`src/mpq_pkg.sv`:
```
// ----------------------------------------------------------------------------
// mpq_pkg
// Shared types and constants of the min priority queue.
// ----------------------------------------------------------------------------
`default_nettype none

package mpq_pkg;

  // number of cells in the chain, one key each
  localparam int CAPACITY = 64;
  localparam int KEY_W    = 32;
  localparam int OCC_W    = 7;
  localparam int CNT_W    = $clog2(CAPACITY + 1);

  typedef enum logic {
    MODE_INSERT = 1'b0,
    MODE_REMOVE = 1'b1
  } mode_t;

  typedef enum logic [1:0] {
    ST_OK    = 2'd0,
    ST_EMPTY = 2'd1,
    ST_FULL  = 2'd2
  } status_t;

  // operation broadcast to every cell
  typedef struct packed {
    logic                    ins;
    logic                    rem;
    logic signed [KEY_W-1:0] key;
  } cell_op_t;

  // what a cell shows its neighbors
  typedef struct packed {
    logic                    vld;
    logic                    lt;
    logic signed [KEY_W-1:0] key;
  } cell_link_t;

  // boundary seen by the first cell on its left
  localparam cell_link_t HEAD_LINK = '{vld: 1'b1, lt: 1'b0, key: '0};
  // boundary seen by the last cell on its right
  localparam cell_link_t TAIL_LINK = '{vld: 1'b0, lt: 1'b1, key: '0};

endpackage

`default_nettype wire

```
`src/mpq_cell.sv`:
```
// ----------------------------------------------------------------------------
// mpq_cell
// One slot of the sorted chain: holds a key and shifts with its neighbors.
// ----------------------------------------------------------------------------
`default_nettype none

module mpq_cell
  import mpq_pkg::*;
(
  input  wire logic       clk,
  input  wire logic       rst_n,
  input  wire cell_op_t   op,
  input  wire cell_link_t left_i,
  input  wire cell_link_t right_i,
  output cell_link_t      link_o
);

  logic                    vld_r, vld_nxt;
  logic signed [KEY_W-1:0] key_r, key_nxt;
  logic                    lt;

  // new key belongs at or before this slot
  assign lt = !vld_r || (op.key < key_r);

  // insert shifts right from the insertion point, remove shifts left
  always_comb begin
    vld_nxt = vld_r;
    key_nxt = key_r;
    if (op.ins) begin
      if (lt) begin
        key_nxt = left_i.lt ? left_i.key : op.key;
        vld_nxt = vld_r | left_i.vld;
      end
    end else if (op.rem) begin
      key_nxt = right_i.key;
      vld_nxt = right_i.vld;
    end
  end

  // occupancy flag
  always_ff @(posedge clk) begin
    if (!rst_n) begin
      vld_r <= 1'b0;
    end else begin
      vld_r <= vld_nxt;
    end
  end

  // key payload
  always_ff @(posedge clk) begin
    key_r <= key_nxt;
  end

  assign link_o = '{vld: vld_r, lt: lt, key: key_r};

endmodule

`default_nettype wire

```
`config.mk`:
```
export PLATFORM = sky130hd
export DESIGN_NAME = mpq_cell
export DESIGN_NICKNAME = d
export VERILOG_FILES = /design/src/mpq_pkg.sv /design/src/mpq_cell.sv
export SDC_FILE = /design/constraint.sdc
export NUM_CORES = 1
export LEC_CHECK = 0
export ABC_AREA = 1
export BUFFER_PORTS_ARGS = -buffer_cell sky130_fd_sc_hd__buf_2
export CAP_MARGIN = 30
export CELL_PAD_IN_SITES_DETAIL_PLACEMENT = 1
export CELL_PAD_IN_SITES_GLOBAL_PLACEMENT = 2
export CORE_MARGIN = 8
export CORE_UTILIZATION = 21
export DETAILED_ROUTE_END_ITERATION = 10
export HOLD_SLACK_MARGIN = 0.1
export PLACE_DENSITY_LB_ADDON = 0.1
export SYNTH_ARGS = -nofsm -noshare
export SYNTH_HDL_FRONTEND = slang
export SYNTH_SLANG_ARGS = --single-unit
```
`constraint.sdc`:
```
create_clock -name clk -period 2.7 [get_ports clk]
set_input_delay 0.405 -clock clk [delete_from_list [all_inputs] [get_ports clk]]
set_output_delay 0.405 -clock clk [all_outputs]
set_load 0.01 [all_outputs]
```
# After elaboration in Yosys (flattened, before gate mapping)
# Index checks and enable logic that the tools add are counted.
[classes] bitwise_logic=1 n_lt_le_gt_ge=1 eq_ne=1 n_mux=7 n_reduce_logical=4
[ops] operator="$mux 32" n=4
[ops] operator="$lt 32x32->1" n=1
[ops] operator="$mux 1" n=3
[ops] operator="$ne 2x1->1 const B" n=1
[ops] operator="$reduce_and 2->1" n=1
[ops] operator="$reduce_bool 2->1" n=1
[ops] operator="$logic_not 1->1" n=1
[ops] operator="$logic_or 1x1->1" n=1
[ops] operator="$or 1x1->1" n=1
[word_totals] input_bits=104 regBits=33 elab_cells=16 output_inout_bits=34

# Depth between registers and ports, before layout
# Gate-level depths: netlist of the first run.
[logic_depth] ltp_word=4 depth_mapped=17 mapped_depth_nobuf=17

# Worst setup path before layout of the first run
# Ideal clock, no wire load.
[synth_path] path_type="reg-to-reg" start="register key_r[21]" end="register key_r[0] (enable)" path_slack_ns=0.076 n_path_buf=0 period_less_slack_ns=2.624 arrival_time_ns=2.232 setup_ns=0.392 stages_incl_launch_ff=11 required_time_ns=2.308 path_cell_list="edfxtp_1 -> inv_1 -> ha_1 -> a21oi_1 -> nor2_1 -> nor2_2 -> nand3_1 -> a21oi_1 -> nand3_1 -> nand4_2 -> and2_1"
[synth_between] elab_chain_cells=4
[synth_lines] item="start, declared" line_no="mpq_cell.sv:19" rtl="logic signed [KEY_W-1:0] key_r, key_nxt;"
[synth_lines] item="start signal, assigned" line_no="mpq_cell.sv:51" rtl="key_r <= key_nxt;"
[synth_lines] item="$lt 32x32->1" line_no="mpq_cell.sv:23" rtl="assign lt = !vld_r || (op.key < key_r);"
[synth_lines] item="$logic_or 1x1->1" line_no="mpq_cell.sv:23"
[synth_lines] item="$ne 2x1->1 (no source line)"
[synth_lines] item="$reduce_and 2->1 (no source line)"
# No other way between the ends.
# A chain may end at the register's enable or synchronous reset.

==> impl_summary.log, run 1 <==
INFO  metric r2r.worst_path.cells = 11
INFO  metric worstHoldPathType = input port to flop
INFO  metric yosys_warnings = 0
INFO  metric tritoncts.num_buffers = 5
INFO  metric area_taken_by_flip_flops_and_latches = 980.9 sq um
INFO  metric p_leak = 1.827 nW
INFO  metric synth.cell_area = 2531 sq um
INFO  metric cts.sinks = 33
INFO  metric clock_power_share = 32.1%
INFO  metric cts_hold_buffers = 0
INFO  metric tritoncts = built
INFO  metric start_util = 21.25%
INFO  metric critical_path_arrival = 1.98 ns
INFO  metric synth_top_cell_by_area = sky130_fd_sc_hd__edfxtp_1
INFO  metric gp_routability_congestion = 0.6902
INFO  metric floorplan.die_area = 15820 sq um
INFO  metric grt_setup_unrepaired = false
INFO  metric timing.hold.worst_path_depth = 5
INFO  metric setup.worst_path.end_class = primary output
INFO  metric min_period = 2.388 ns
INFO  metric hp-start = rst_n
INFO  metric timing.max_cap.violations = 0
INFO  metric ctsResizeCount = 0
INFO  metric synth_largest_type_area_fraction = 37.96%
INFO  metric fin_setup_tns = 0 ns
INFO  metric slew_headroom = 73.07%
INFO  metric synth.lib_cells_used.distinct = 23
INFO  metric worst-endpoint-required = 2.30 ns
INFO  metric routed_wirelength = 9660 microns
INFO  metric finalClockSkew = 0.006600 ns
INFO  metric final.fill_count = 1495
INFO  metric hold_violations = 0
INFO  metric peakVddDrop = 229.8 uV
INFO  metric clock_tree.root_cell = sky130_fd_sc_hd__clkbuf_16
INFO  metric multi_input_area = 1311 sq um
INFO  metric worst_slew_pin_slew = 0.4040 ns
INFO  metric grt_start_max_net_pins = 33
INFO  metric drt.antenna.violating_nets = 0
INFO  metric clock_latency = 0.28 ns
INFO  metric run_status = completed
INFO  metric p_sw = 542.3 uW
INFO  metric power.combinational.fraction = 29.4%
INFO  metric final_max_slew_viol_count = 0
INFO  metric post-place-cells = 604
INFO  metric setup.worst_path.class = flop to primary output
INFO  metric grt_first_pass_wirelength = 15740 microns
INFO  metric vertical_die_dimension = 125.8 microns
INFO  metric setup_viol = 0
INFO  metric syn_inst = 329
INFO  metric net_total_in_the_final_layout = 599
INFO  metric port_buffers = 136
INFO  metric core_area = 11910 sq um
INFO  metric finalCritPeriodShare = 88.43%
INFO  metric cell_internal_pwr = 1.203 mW
INFO  metric antennaDiodeCount = 0
INFO  metric grt.total_usage = 12.33%
INFO  metric clk_transition_reported_paths = 0.06 ns
INFO  metric overflow = 0
INFO  metric route.detailed.drc = 0
INFO  metric via_count_of_the_first_global_routing_pass = 3008
INFO  metric share_of_final_layout_standard_cells_stronger_than_drive_strength_1 = 33.98%
INFO  metric synth_seq_cells = 33
INFO  metric antenna_found_initial = 0
INFO  metric drt_pre_antenna_iters = 4
INFO  metric cts_setup_buffers = 0
INFO  metric netlist_top_cells_area = sky130_fd_sc_hd__edfxtp_1 38%, sky130_fd_sc_hd__ha_1 15%, sky130_fd_sc_hd__o21ai_0 12%
INFO  metric timing.fmax = 418.8 MHz
INFO  metric routedWlPerCell = 15.78 microns
INFO  metric switching_share = 31.07%
INFO  metric ioPinCount = 138
INFO  metric synth_seq_area_share = 38.75%
INFO  metric placementRows = 40
INFO  metric floorplan.die.width = 125.8 microns
INFO  metric drt_iter0_markers = 67
INFO  metric holdWs = 0.3951 ns
INFO  metric vias_per_cell = 4.342
INFO  metric r2r_slack = 0.43 ns
INFO  metric cts-root-to-sink-buffers = 2
INFO  metric detailed_place_hpwl = 7637 microns
INFO  metric timing.rr.end = key_r[13]
INFO  metric power_density = 492.6 nW/um^2
INFO  metric sequentialPowerShare = 38.4%
INFO  metric critPathMaxFanout = 2
INFO  metric net_count_after_synthesis = 464
INFO  metric synthesis.area_per_instance = 7.694 sq um
INFO  metric hold_path_end = vld_r
INFO  metric cts.htree.levels = 2
INFO  metric area_delta_synth_final = 39.99%
INFO  metric timing.critical_path.from_type = flop
INFO  metric layoutNonFillerInstCount = 612
INFO  metric worst_r2r_startpoint = key_r[19]
INFO  metric via_count = 2657
## power groups by stage
| stage | combinational (mW) | clock (mW) | sequential [mW] |
|---|---|---|---|
| 6_report | 0.514 | 0.561 | 0.671 |
| 5_1_grt | 0.600 | 0.603 | 0.680 |
| 4_1_cts | 0.535 | 0.588 | 0.673 |
| 3_5_place_dp | 0.530 | 0 | 0.683 |
| 3_3_place_gp | 0.525 | 0 | 0.681 |
| 2_1_floorplan | 0.251 | 0 | 0.710 |
## registers in the layout, summed over array words and instances (netlist names)
name,cells
key_r,32
vld_r,1
## area by class of cell
class	instances	area share [%]
multi-input cells	235	37.01
flip-flops and latches	33	27.68
repair buffers	143	21.40
well taps	147	5.191
inverters	46	4.873
clock buffers	8	3.849
## worst max path at each step
| stage | start | end | depth (start not counted) |
|---|---|---|---|
| finish | key_r[19] | link_o[32] | 10 |
| floorplan | key_r[21] | key_r[0] | 10 |
| global placement | op[5] | key_r[15] | 13 |
| CTS | key_r[19] | link_o[32] | 10 |
| global route | key_r[19] | link_o[32] | 11 |
| detailed placement | op[19] | key_r[15] | 11 |
## per-layer routing
metal | track usage (%) | share of wire (%) | vias to the layer above
li1 | - | - | 1358
met1 | 14.79 | 45 | 1224
met2 | 21.23 | 48 | 73
met3 | 3.797 | 6.3 | 2
met4 | 2.548 | 0.48 | 0
met5 | 0 | 0 | -
## critical path: stages (launching register included)
cell and delay [ns]:
sky130_fd_sc_hd__edfxtp_1 0.39, sky130_fd_sc_hd__inv_1 0.07, sky130_fd_sc_hd__ha_1 0.23, sky130_fd_sc_hd__a21oi_1 0.16
sky130_fd_sc_hd__o21ai_1 0.08, sky130_fd_sc_hd__nand2_1 0.07, sky130_fd_sc_hd__nand3_1 0.07, sky130_fd_sc_hd__a21oi_1 0.20
sky130_fd_sc_hd__nand3_1 0.17, sky130_fd_sc_hd__nand3_1 0.13, sky130_fd_sc_hd__buf_2 0.14
## stage by stage
step / util [%] / setup WS, ns / total power, mW / cell area [sq um]
after detailed placement: 28.60 / 0.2477 / 1.213 / 3407
final: 29.75 / 0.3125 / 1.745 / 3543
after CTS: 29.75 / 0.2432 / 1.796 / 3543
after global routing: 29.75 / 0.01586 / 1.883 / 3543
after global placement: 28.60 / 0.2642 / 1.207 / 3407
after floorplan: - / 0.07592 / 0.9616 / 2531
## synth_stat cells
| library cell | number |
|---|---|
| sky130_fd_sc_hd__nor2_1 | 40 |
| sky130_fd_sc_hd__clkinv_1 | 1 |
| sky130_fd_sc_hd__nand2_2 | 1 |
| sky130_fd_sc_hd__nand2_1 | 66 |
| sky130_fd_sc_hd__inv_2 | 1 |
| sky130_fd_sc_hd__nor2_2 | 2 |
| sky130_fd_sc_hd__o21ai_0 | 63 |
| sky130_fd_sc_hd__nand4_1 | 1 |
| sky130_fd_sc_hd__edfxtp_1 | 32 |
| sky130_fd_sc_hd__clkbuf_1 | 12 |
| sky130_fd_sc_hd__nor3_2 | 2 |
| sky130_fd_sc_hd__a21oi_1 | 13 |
| sky130_fd_sc_hd__inv_1 | 44 |
| sky130_fd_sc_hd__o22ai_1 | 1 |
| sky130_fd_sc_hd__nand4_2 | 1 |
| sky130_fd_sc_hd__buf_4 | 3 |
| sky130_fd_sc_hd__ha_1 | 31 |
| sky130_fd_sc_hd__a21oi_2 | 1 |
| sky130_fd_sc_hd__and2_1 | 1 |
| sky130_fd_sc_hd__dfxtp_1 | 1 |
| sky130_fd_sc_hd__o21ai_1 | 5 |
| sky130_fd_sc_hd__nand3_2 | 1 |
| sky130_fd_sc_hd__nand3_1 | 6 |
## cells by family after synthesis
kind of cell,count (synthesis),share of synthesized area [%]
and+or+nand+nor,121,19.82
AOI/OAI and AO/OA,83,16.61
adders and majority gates,31,15.32
buffers and inverters,61,9.490
DFF,33,38.75
## cell usage in the layout (no fill, tap or decap)
master / n
sky130_fd_sc_hd__a21oi_1: 13
sky130_fd_sc_hd__a21oi_2: 1
sky130_fd_sc_hd__and2_2: 1
sky130_fd_sc_hd__buf_12: 2
sky130_fd_sc_hd__buf_2: 136
sky130_fd_sc_hd__buf_4: 5
sky130_fd_sc_hd__clkbuf_1: 3
sky130_fd_sc_hd__clkbuf_16: 5
sky130_fd_sc_hd__clkinv_1: 1
sky130_fd_sc_hd__dfxtp_1: 1
sky130_fd_sc_hd__edfxtp_1: 32
sky130_fd_sc_hd__ha_1: 31
sky130_fd_sc_hd__inv_1: 44
sky130_fd_sc_hd__inv_2: 1
sky130_fd_sc_hd__nand2_1: 66
sky130_fd_sc_hd__nand2_2: 1
sky130_fd_sc_hd__nand3_1: 6
sky130_fd_sc_hd__nand3_2: 1
sky130_fd_sc_hd__nand4_1: 1
sky130_fd_sc_hd__nand4_2: 1
sky130_fd_sc_hd__nor2_1: 40
sky130_fd_sc_hd__nor2_2: 2
sky130_fd_sc_hd__nor3_2: 2
sky130_fd_sc_hd__o21ai_0: 63
sky130_fd_sc_hd__o21ai_1: 5
sky130_fd_sc_hd__o22ai_1: 1
(Power assumes the default switching activity.)
==> run 2: changes to the inputs <==
--- a/config.mk
+++ b/config.mk
@@ -7,12 +7,12 @@
 export LEC_CHECK = 0
 export ABC_AREA = 1
 export BUFFER_PORTS_ARGS = -buffer_cell sky130_fd_sc_hd__buf_2
-export CAP_MARGIN = 30
 export CELL_PAD_IN_SITES_DETAIL_PLACEMENT = 1
 export CELL_PAD_IN_SITES_GLOBAL_PLACEMENT = 2
 export CORE_MARGIN = 8
 export CORE_UTILIZATION = 21
 export DETAILED_ROUTE_END_ITERATION = 10
+export GPL_ROUTABILITY_DRIVEN = 0
 export HOLD_SLACK_MARGIN = 0.1
 export PLACE_DENSITY_LB_ADDON = 0.1
 export SYNTH_ARGS = -nofsm -noshare
==> constraint.sdc (replaced) <==
create_clock -name clk -period 2.7 [get_ports clk]
set_input_delay 0.405 -clock clk [delete_from_list [all_inputs] [get_ports clk]]
set_output_delay 0.405 -clock clk [all_outputs]
set_load 0.02 [all_outputs]
==> run 2 against run 1 <==
  * Maximum frequency is 0.60% lower
  * Utilization barely moved
  * Critical path type unchanged
  * Combinational power grew 9.5%
  * Routed wire length is essentially flat
  * Flip-flop and latch count did not move
  * Largest cell class unchanged
  * Sequential power about the same
  * Register-to-register slack better by 0.02 ns
  * Cell count did not move
  * Largest power group unchanged
  * Worst setup slack got worse by 0.015 ns
==> impl_summary.log, run 2 (synthesis results as in run 1) <==
INFO  metric cts.sinks = 33 (unchanged)
INFO  metric tritoncts = built
INFO  metric worst_slew_pin_slew = 0.4049 ns (+0.0009564 ns)
INFO  metric start_util = 21.25% (unchanged)
INFO  metric tritoncts.num_buffers = 5 (unchanged)
INFO  metric routed_wirelength = 9669 microns (about the same)
INFO  metric clock_tree.root_cell = sky130_fd_sc_hd__clkbuf_16
INFO  metric total_non_filler_cell_area_in_the_finished_layout = 3547 sq um (+0.11%)
INFO  metric cts-root-to-sink-buffers = 2 (unchanged)
INFO  metric drt_iter0_markers = 66 (-1.5%)
INFO  metric drt_pre_antenna_iters = 4 (unchanged)
INFO  metric slew_headroom = 73.00% (about the same)
INFO  metric clk_transition_reported_paths = 0.06 ns (about the same)
INFO  metric grt_start_max_net_pins = 33 (unchanged)
INFO  metric setup.worst_path.class = flop to primary output
INFO  metric routedWlPerCell = 15.80 microns (about the same)
INFO  metric critPathMaxFanout = 2 (unchanged)
INFO  metric power_density = 506.1 nW/um^2 (+2.7%)
INFO  metric via_count_of_the_first_global_routing_pass = 3008 (unchanged)
INFO  metric final_cell_mix = 136 x sky130_fd_sc_hd__buf_2, 66 x sky130_fd_sc_hd__nand2_1, 63 x sky130_fd_sc_hd__o21ai_0
INFO  metric core_area = 11910 sq um (unchanged)
INFO  metric run_status = completed
INFO  metric cts.htree.levels = 2 (unchanged)
INFO  metric vias_per_cell = 4.327 (-0.34%)
INFO  metric drt.antenna.violating_nets = 0 (unchanged)
INFO  metric timing.critical_path.from_type = flop
INFO  metric net_total_in_the_final_layout = 599 (unchanged)
INFO  metric p_leak = 1.827 nW (about the same)
INFO  metric placementRows = 40 (unchanged)
INFO  metric critical_path_arrival = 2.00 ns (+0.02 ns)
INFO  metric port_buffers = 136 (unchanged)
INFO  metric largest_register_ffs = 32 (unchanged)
INFO  metric route.detailed.drc = 0 (unchanged)
INFO  metric share_of_final_layout_standard_cells_stronger_than_drive_strength_1 = 34.19% (+0.22 points)
INFO  metric post-route-util = 29.78% (+0.032 points)
INFO  metric finalCritPeriodShare = 88.97% (+0.54 points)
INFO  metric timing.critical_path.mode_cell = sky130_fd_sc_hd__nand2_1
INFO  metric timing.critical_path.slowest_stage_cell = sky130_fd_sc_hd__edfxtp_1
INFO  metric detailed_place_hpwl = 7637 microns (unchanged)
INFO  metric crit_family = simple AND/OR/NAND/NOR gates
INFO  metric final_max_slew_viol_count = 0 (unchanged)
INFO  metric vertical_die_dimension = 125.8 microns (unchanged)
INFO  metric critPathMaxStageDelay = 0.38 ns (about the same)
INFO  metric cts_setup_buffers = 0 (unchanged)
INFO  metric antenna_found_initial = 0 (unchanged)
INFO  metric worst-endpoint-required = 2.30 ns (about the same)
INFO  metric setup.worst_path.end_class = primary output
INFO  metric clock_latency = 0.28 ns (about the same)
INFO  metric cts_hold_buffers = 0 (unchanged)
INFO  metric min_period = 2.402 ns (+0.01453 ns)
INFO  metric grt_setup_unrepaired = false
INFO  metric multi_input_area = 1315 sq um (+0.29%)
INFO  metric timing.fmax = 416.3 MHz (-0.60%)
INFO  metric floorplan.die_area = 15820 sq um (unchanged)
INFO  metric worstHoldPathType = input port to flop
INFO  metric final.fill_count = 1495 (unchanged)
INFO  metric layout_commonest_cell = sky130_fd_sc_hd__buf_2
INFO  metric biggestRegsByFlops = key_r: 32 flops, vld_r: 1 flops
INFO  metric finalClockSkew = 0.006811 ns (+0.0002109 ns)
INFO  metric timing.max_cap.violations = 0 (unchanged)
INFO  metric antennaDiodeCount = 0 (unchanged)
INFO  metric final_critical_path_setup_slack = 0.2979 ns (-0.01453 ns)
INFO  metric cp.buffers_inverters = 2 (unchanged)
INFO  metric setup_viol = 0 (unchanged)
INFO  metric hold_violations = 0 (unchanged)
INFO  metric grt.total_usage = 12.33% (unchanged)
INFO  metric overflow = 0 (unchanged)
INFO  metric area_taken_by_flip_flops_and_latches = 980.9 sq um (unchanged)
INFO  metric registers.top_by_ff_count = key_r
INFO  metric power = 1.795 mW (+2.9%)
INFO  metric grt_first_pass_wirelength = 15740 microns (unchanged)
INFO  metric cp_cell_sequence = inv_1 > ha_1 > a21oi_1 > nor2_1 > nor3_2 > nand2_1 > nand2_1 > nand2_1 > nand2_1 > nand3_1 > nand3_1 > buf_2
INFO  metric preCtsSetupSlack = 0.2477 ns (unchanged)
INFO  metric fin_setup_tns = 0 ns (unchanged)
INFO  metric peakVddDrop = 230.7 uV (+0.40%)
INFO  metric area_delta_synth_final = 40.14%
INFO  metric via_count = 2648 (-0.34%)
INFO  metric placed_standard_cell_area = 3407 sq um (unchanged)
INFO  metric ctsResizeCount = 0 (unchanged)
INFO  metric ioPinCount = 138 (unchanged)
INFO  metric floorplan.die.width = 125.8 microns (unchanged)
-- run 2: metal layers --
| layer | global-route usage, % | vias up | share of wire, % |
|---|---|---|---|
| met2 | 21.23 | 75 | 47 |
| met1 | 14.79 | 1213 | 46 |
| li1 | - | 1358 | - |
| met4 | 2.548 | 0 | 0.48 |
| met5 | 0 | - | 0 |
| met3 | 3.797 | 2 | 6.5 |
-- run 2: worst min-delay path, cell delays in order --
cell and delay (ns):
sky130_fd_sc_hd__buf_2 0.07, sky130_fd_sc_hd__nand2_1 0.04, sky130_fd_sc_hd__inv_1 0.04, sky130_fd_sc_hd__nand2_1 0.04, sky130_fd_sc_hd__inv_1 0.04
-- run 2: per-stage QoR --
stage	cells	hold WS (ns)
floorplan	329	0.5812
global placement	604	0.6505
detailed placement	604	0.6525
CTS	612	0.3956
global route	612	0.4164
finish	612	0.3948
-- run 2: worst paths after layout --
path,startpoint,end,slack (ns),cells after the start
worst min-delay path,rst_n,vld_r,0.39,5
worst max register to register,key_r[5],key_r[13],0.45,13
worst min register to register,vld_r,vld_r,0.65,4
worst max-delay path,key_r[5],link_o[32],0.30,12
-- run 2: layout make-up --
class	instances	area share (%)
clock buffers	8	3.845
multi-input cells	235	37.07
well taps	147	5.185
repair buffers	143	21.38
inverters	46	4.868
flip-flops and latches	33	27.65
-- run 2: where the power goes --
part	switching (mW)	internal [mW]	leakage, nW
Sequential	0.0303	0.640	0.335
Combinational	0.343	0.220	1.43
Clock	0.218	0.344	0.0652
==> run 3: changes to the inputs <==
--- a/config.mk
+++ b/config.mk
@@ -9,6 +9,7 @@
 export BUFFER_PORTS_ARGS = -buffer_cell sky130_fd_sc_hd__buf_2
 export CELL_PAD_IN_SITES_DETAIL_PLACEMENT = 1
 export CELL_PAD_IN_SITES_GLOBAL_PLACEMENT = 2
+export CORE_ASPECT_RATIO = 1.5
 export CORE_MARGIN = 8
 export CORE_UTILIZATION = 21
 export DETAILED_ROUTE_END_ITERATION = 10
==> run 3 against run 2 <==
  * Power about the same
  * Flip-flop and latch count unchanged
  * Routed wire length is 2.9% higher
  * Clock power increased by 2%
  * Largest cell class unchanged
==> impl_summary.log, run 3 (synthesis results as in run 1) <==
INFO  metric run_status = completed
INFO  metric overflow = 0 (unchanged)
INFO  metric area_delta_synth_final = 39.64%
INFO  metric grt.total_usage = 12.57% (+0.24 points)
INFO  metric grt_setup_unrepaired = false
INFO  metric drt.antenna.violating_nets = 0 (unchanged)
INFO  metric finalCritPeriodShare = 89.38% (+0.42 points)
INFO  metric critPathMaxStageDelay = 0.38 ns (about the same)
INFO  metric biggestRegsByFlops = key_r: 32 flops, vld_r: 1 flops
INFO  metric cts-root-to-sink-buffers = 2 (unchanged)
INFO  metric placed_standard_cell_area = 3395 sq um (-0.37%)
INFO  metric tritoncts = built
INFO  metric timing.hold.worst_path_depth = 3 (-2)
INFO  metric placementRows = 49 (+23%)
INFO  metric antenna_found_initial = 1 (+1)
INFO  metric cts_setup_buffers = 0 (unchanged)
INFO  metric hold_violations = 0 (unchanged)
INFO  metric net_total_in_the_final_layout = 598 (-0.17%)
INFO  metric timing.critical_path.slowest_stage_cell = sky130_fd_sc_hd__edfxtp_1
INFO  metric ctsResizeCount = 0 (unchanged)
INFO  metric via_count = 2681 (+1.2%)
INFO  metric grt_first_pass_wirelength = 15780 microns (+0.27%)
INFO  metric cts.sinks = 33 (unchanged)
INFO  metric total_non_filler_cell_area_in_the_finished_layout = 3535 sq um (-0.35%)
INFO  metric vias_per_cell = 4.338 (+0.26%)
INFO  metric hold_path_end = key_r[2]
INFO  metric worst-endpoint-required = 2.30 ns (about the same)
INFO  metric slew_headroom = 55.68% (-17 points)
INFO  metric critPathMaxFanout = 2 (unchanged)
INFO  metric cp_cell_sequence = inv_1 > ha_1 > a21oi_1 > nor2_1 > nor3_2 > nand2_1 > nand2_1 > nand2_1 > nand2_1 > nand3_1 > nand3_1 > buf_2
INFO  metric post-place-cells = 609 (+0.83%)
INFO  metric routedWlPerCell = 16.09 microns (+1.9%)
INFO  metric setup.worst_path.end_class = primary output
INFO  metric clock_tree.root_cell = sky130_fd_sc_hd__clkbuf_16
INFO  metric timing.critical_path.mode_cell = sky130_fd_sc_hd__nand2_1
INFO  metric worst_r2r_startpoint = key_r[5]
INFO  metric critical_path_arrival = 2.01 ns (about the same)
INFO  metric floorplan.die.width = 105.6 microns (-16%)
INFO  metric clk_transition_reported_paths = 0.06 ns (about the same)
INFO  metric port_buffers = 136 (unchanged)
INFO  metric largest_register_ffs = 32 (unchanged)
INFO  metric start_util = 21.28% (+0.031 points)
INFO  metric cts.htree.levels = 2 (unchanged)
INFO  metric core_area = 11890 sq um (-0.15%)
INFO  metric post-route-util = 29.72% (-0.061 points)
INFO  metric wl_met2 = 5199 microns (+13%)
INFO  metric timing.rr.end = key_r[14]
INFO  metric peakVddDrop = 187.6 uV (-19%)
INFO  metric share_of_final_layout_standard_cells_stronger_than_drive_strength_1 = 34.05% (-0.14 points)
INFO  metric registers.top_by_ff_count = key_r
INFO  metric floorplan.die_area = 15890 sq um (+0.46%)
INFO  metric final_cell_mix = 136 x sky130_fd_sc_hd__buf_2, 66 x sky130_fd_sc_hd__nand2_1, 63 x sky130_fd_sc_hd__o21ai_0
INFO  metric routed_wirelength = 9945 microns (+2.9%)
INFO  metric setup_viol = 0 (unchanged)
INFO  metric r2r.worst_path.cells = 13 (unchanged)
INFO  metric power_density = 508.3 nW/um^2 (+0.43%)
INFO  metric drt-met1-wl = 3962 microns (-10%)
INFO  metric finalClockSkew = 0.006275 ns (-0.0005356 ns)
INFO  metric via_count_of_the_first_global_routing_pass = 3053 (+1.5%)
INFO  metric hp-start = right_i[2]
INFO  metric timing.fmax = 414.4 MHz (-0.47%)
INFO  metric r2r_slack = 0.43 ns (-0.02 ns)
INFO  metric cts_hold_buffers = 0 (unchanged)
INFO  metric drt_iter0_markers = 54 (-18%)
INFO  metric min_period = 2.413 ns (+0.01123 ns)
INFO  metric layout_commonest_cell = sky130_fd_sc_hd__buf_2
INFO  metric drt_pre_antenna_iters = 4 (unchanged)
INFO  metric clock_latency = 0.28 ns (about the same)
INFO  metric ioPinCount = 138 (unchanged)
INFO  metric p_leak = 1.820 nW (-0.37%)
INFO  metric grt_start_max_net_pins = 36 (+9.1%)
INFO  metric tritoncts.num_buffers = 5 (unchanged)
INFO  metric final.fill_count = 1517 (+1.5%)
INFO  metric timing.max_cap.violations = 0 (unchanged)
INFO  metric route.detailed.drc = 0 (unchanged)
INFO  metric layoutNonFillerInstCount = 618 (+0.98%)
INFO  metric worstHoldPathType = input port to flop
INFO  metric fin_setup_tns = 0 ns (unchanged)
INFO  metric vertical_die_dimension = 150.5 microns (+20%)
INFO  metric met3WireLength = 643 microns (+2.2%)
INFO  metric top_signal_layer_used = met4
INFO  metric timing.critical_path.from_type = flop
INFO  metric final_max_slew_viol_count = 0 (unchanged)
INFO  metric setup.worst_path.class = flop to primary output
INFO  metric worst_slew_pin_slew = 0.6648 ns (+0.2598 ns)
INFO  metric detailed_place_hpwl = 7767 microns (+1.7%)
## run 3: changes by cell type in the layout (fill, tap and decap cells not counted), sizes merged
cell | previous run | this run
buf | 143 | 142
clkinv | 1 | 4
diode | 0 | 1
clkbuf | 8 | 5
## run 3: routing by layer
| metal | global-route usage [%] | vias up |
|---|---|---|
| met3 | 4.370 | 7 |
| met2 | 23.35 | 83 |
| met5 | 0 | - |
| met1 | 12.83 | 1234 |
| met4 | 3.816 | 0 |
| li1 | - | 1357 |
## run 3: worst max path at each step
stage / start / endpoint / cells past startpoint
final: key_r[5] / link_o[32] / 12
after global routing: key_r[5] / link_o[32] / 12
after CTS: key_r[21] / link_o[32] / 10
after detailed placement: op[5] / key_r[20] / 13
after global placement: op[5] / key_r[13] / 13
after floorplan: key_r[21] / key_r[0] / 10
## run 3: power breakdown
group / switching (mW) / total [mW] / internal (mW)
Combinational: 0.343 / 0.558 / 0.215
Clock: 0.236 / 0.570 / 0.334
Sequential: 0.0284 / 0.669 / 0.640
Total: 0.607 / 1.80 / 1.19
## run 3: cell type report
class,count,area (sq um),share of cell area [%]
well taps,153,191.4,5.416
clock inverters,3,12.51,0.3540
multi-input cells,235,1311,37.10
inverters,46,172.7,4.885
repair buffers,142,738.2,20.88
diodes,1,2.502,0.07080
flip-flops and latches,33,980.9,27.75
clock buffers,5,125.1,3.540
## run 3: critical path, delay by kind of cell (launching register included)
| kind | cells | cell delay [ns] |
|---|---|---|
| and+or+nand+nor | 8 | 0.71 |
| DFF | 1 | 0.38 |
| buffers and inverters | 2 | 0.24 |
| adders and majority gates | 1 | 0.23 |
| AOI/OAI and AO/OA | 1 | 0.16 |
## run 3: through the flow
stage / worst slack, ns / hold slack, ns / power, mW
final: 0.2867 / 0.4024 / 1.797
after global routing: 0.02943 / 0.4004 / 1.927
after CTS: 0.2051 / 0.3965 / 1.846
after detailed placement: 0.2384 / 0.6361 / 1.257
after global placement: 0.2457 / 0.6190 / 1.249
after floorplan: 0.006449 / 0.5812 / 1.010
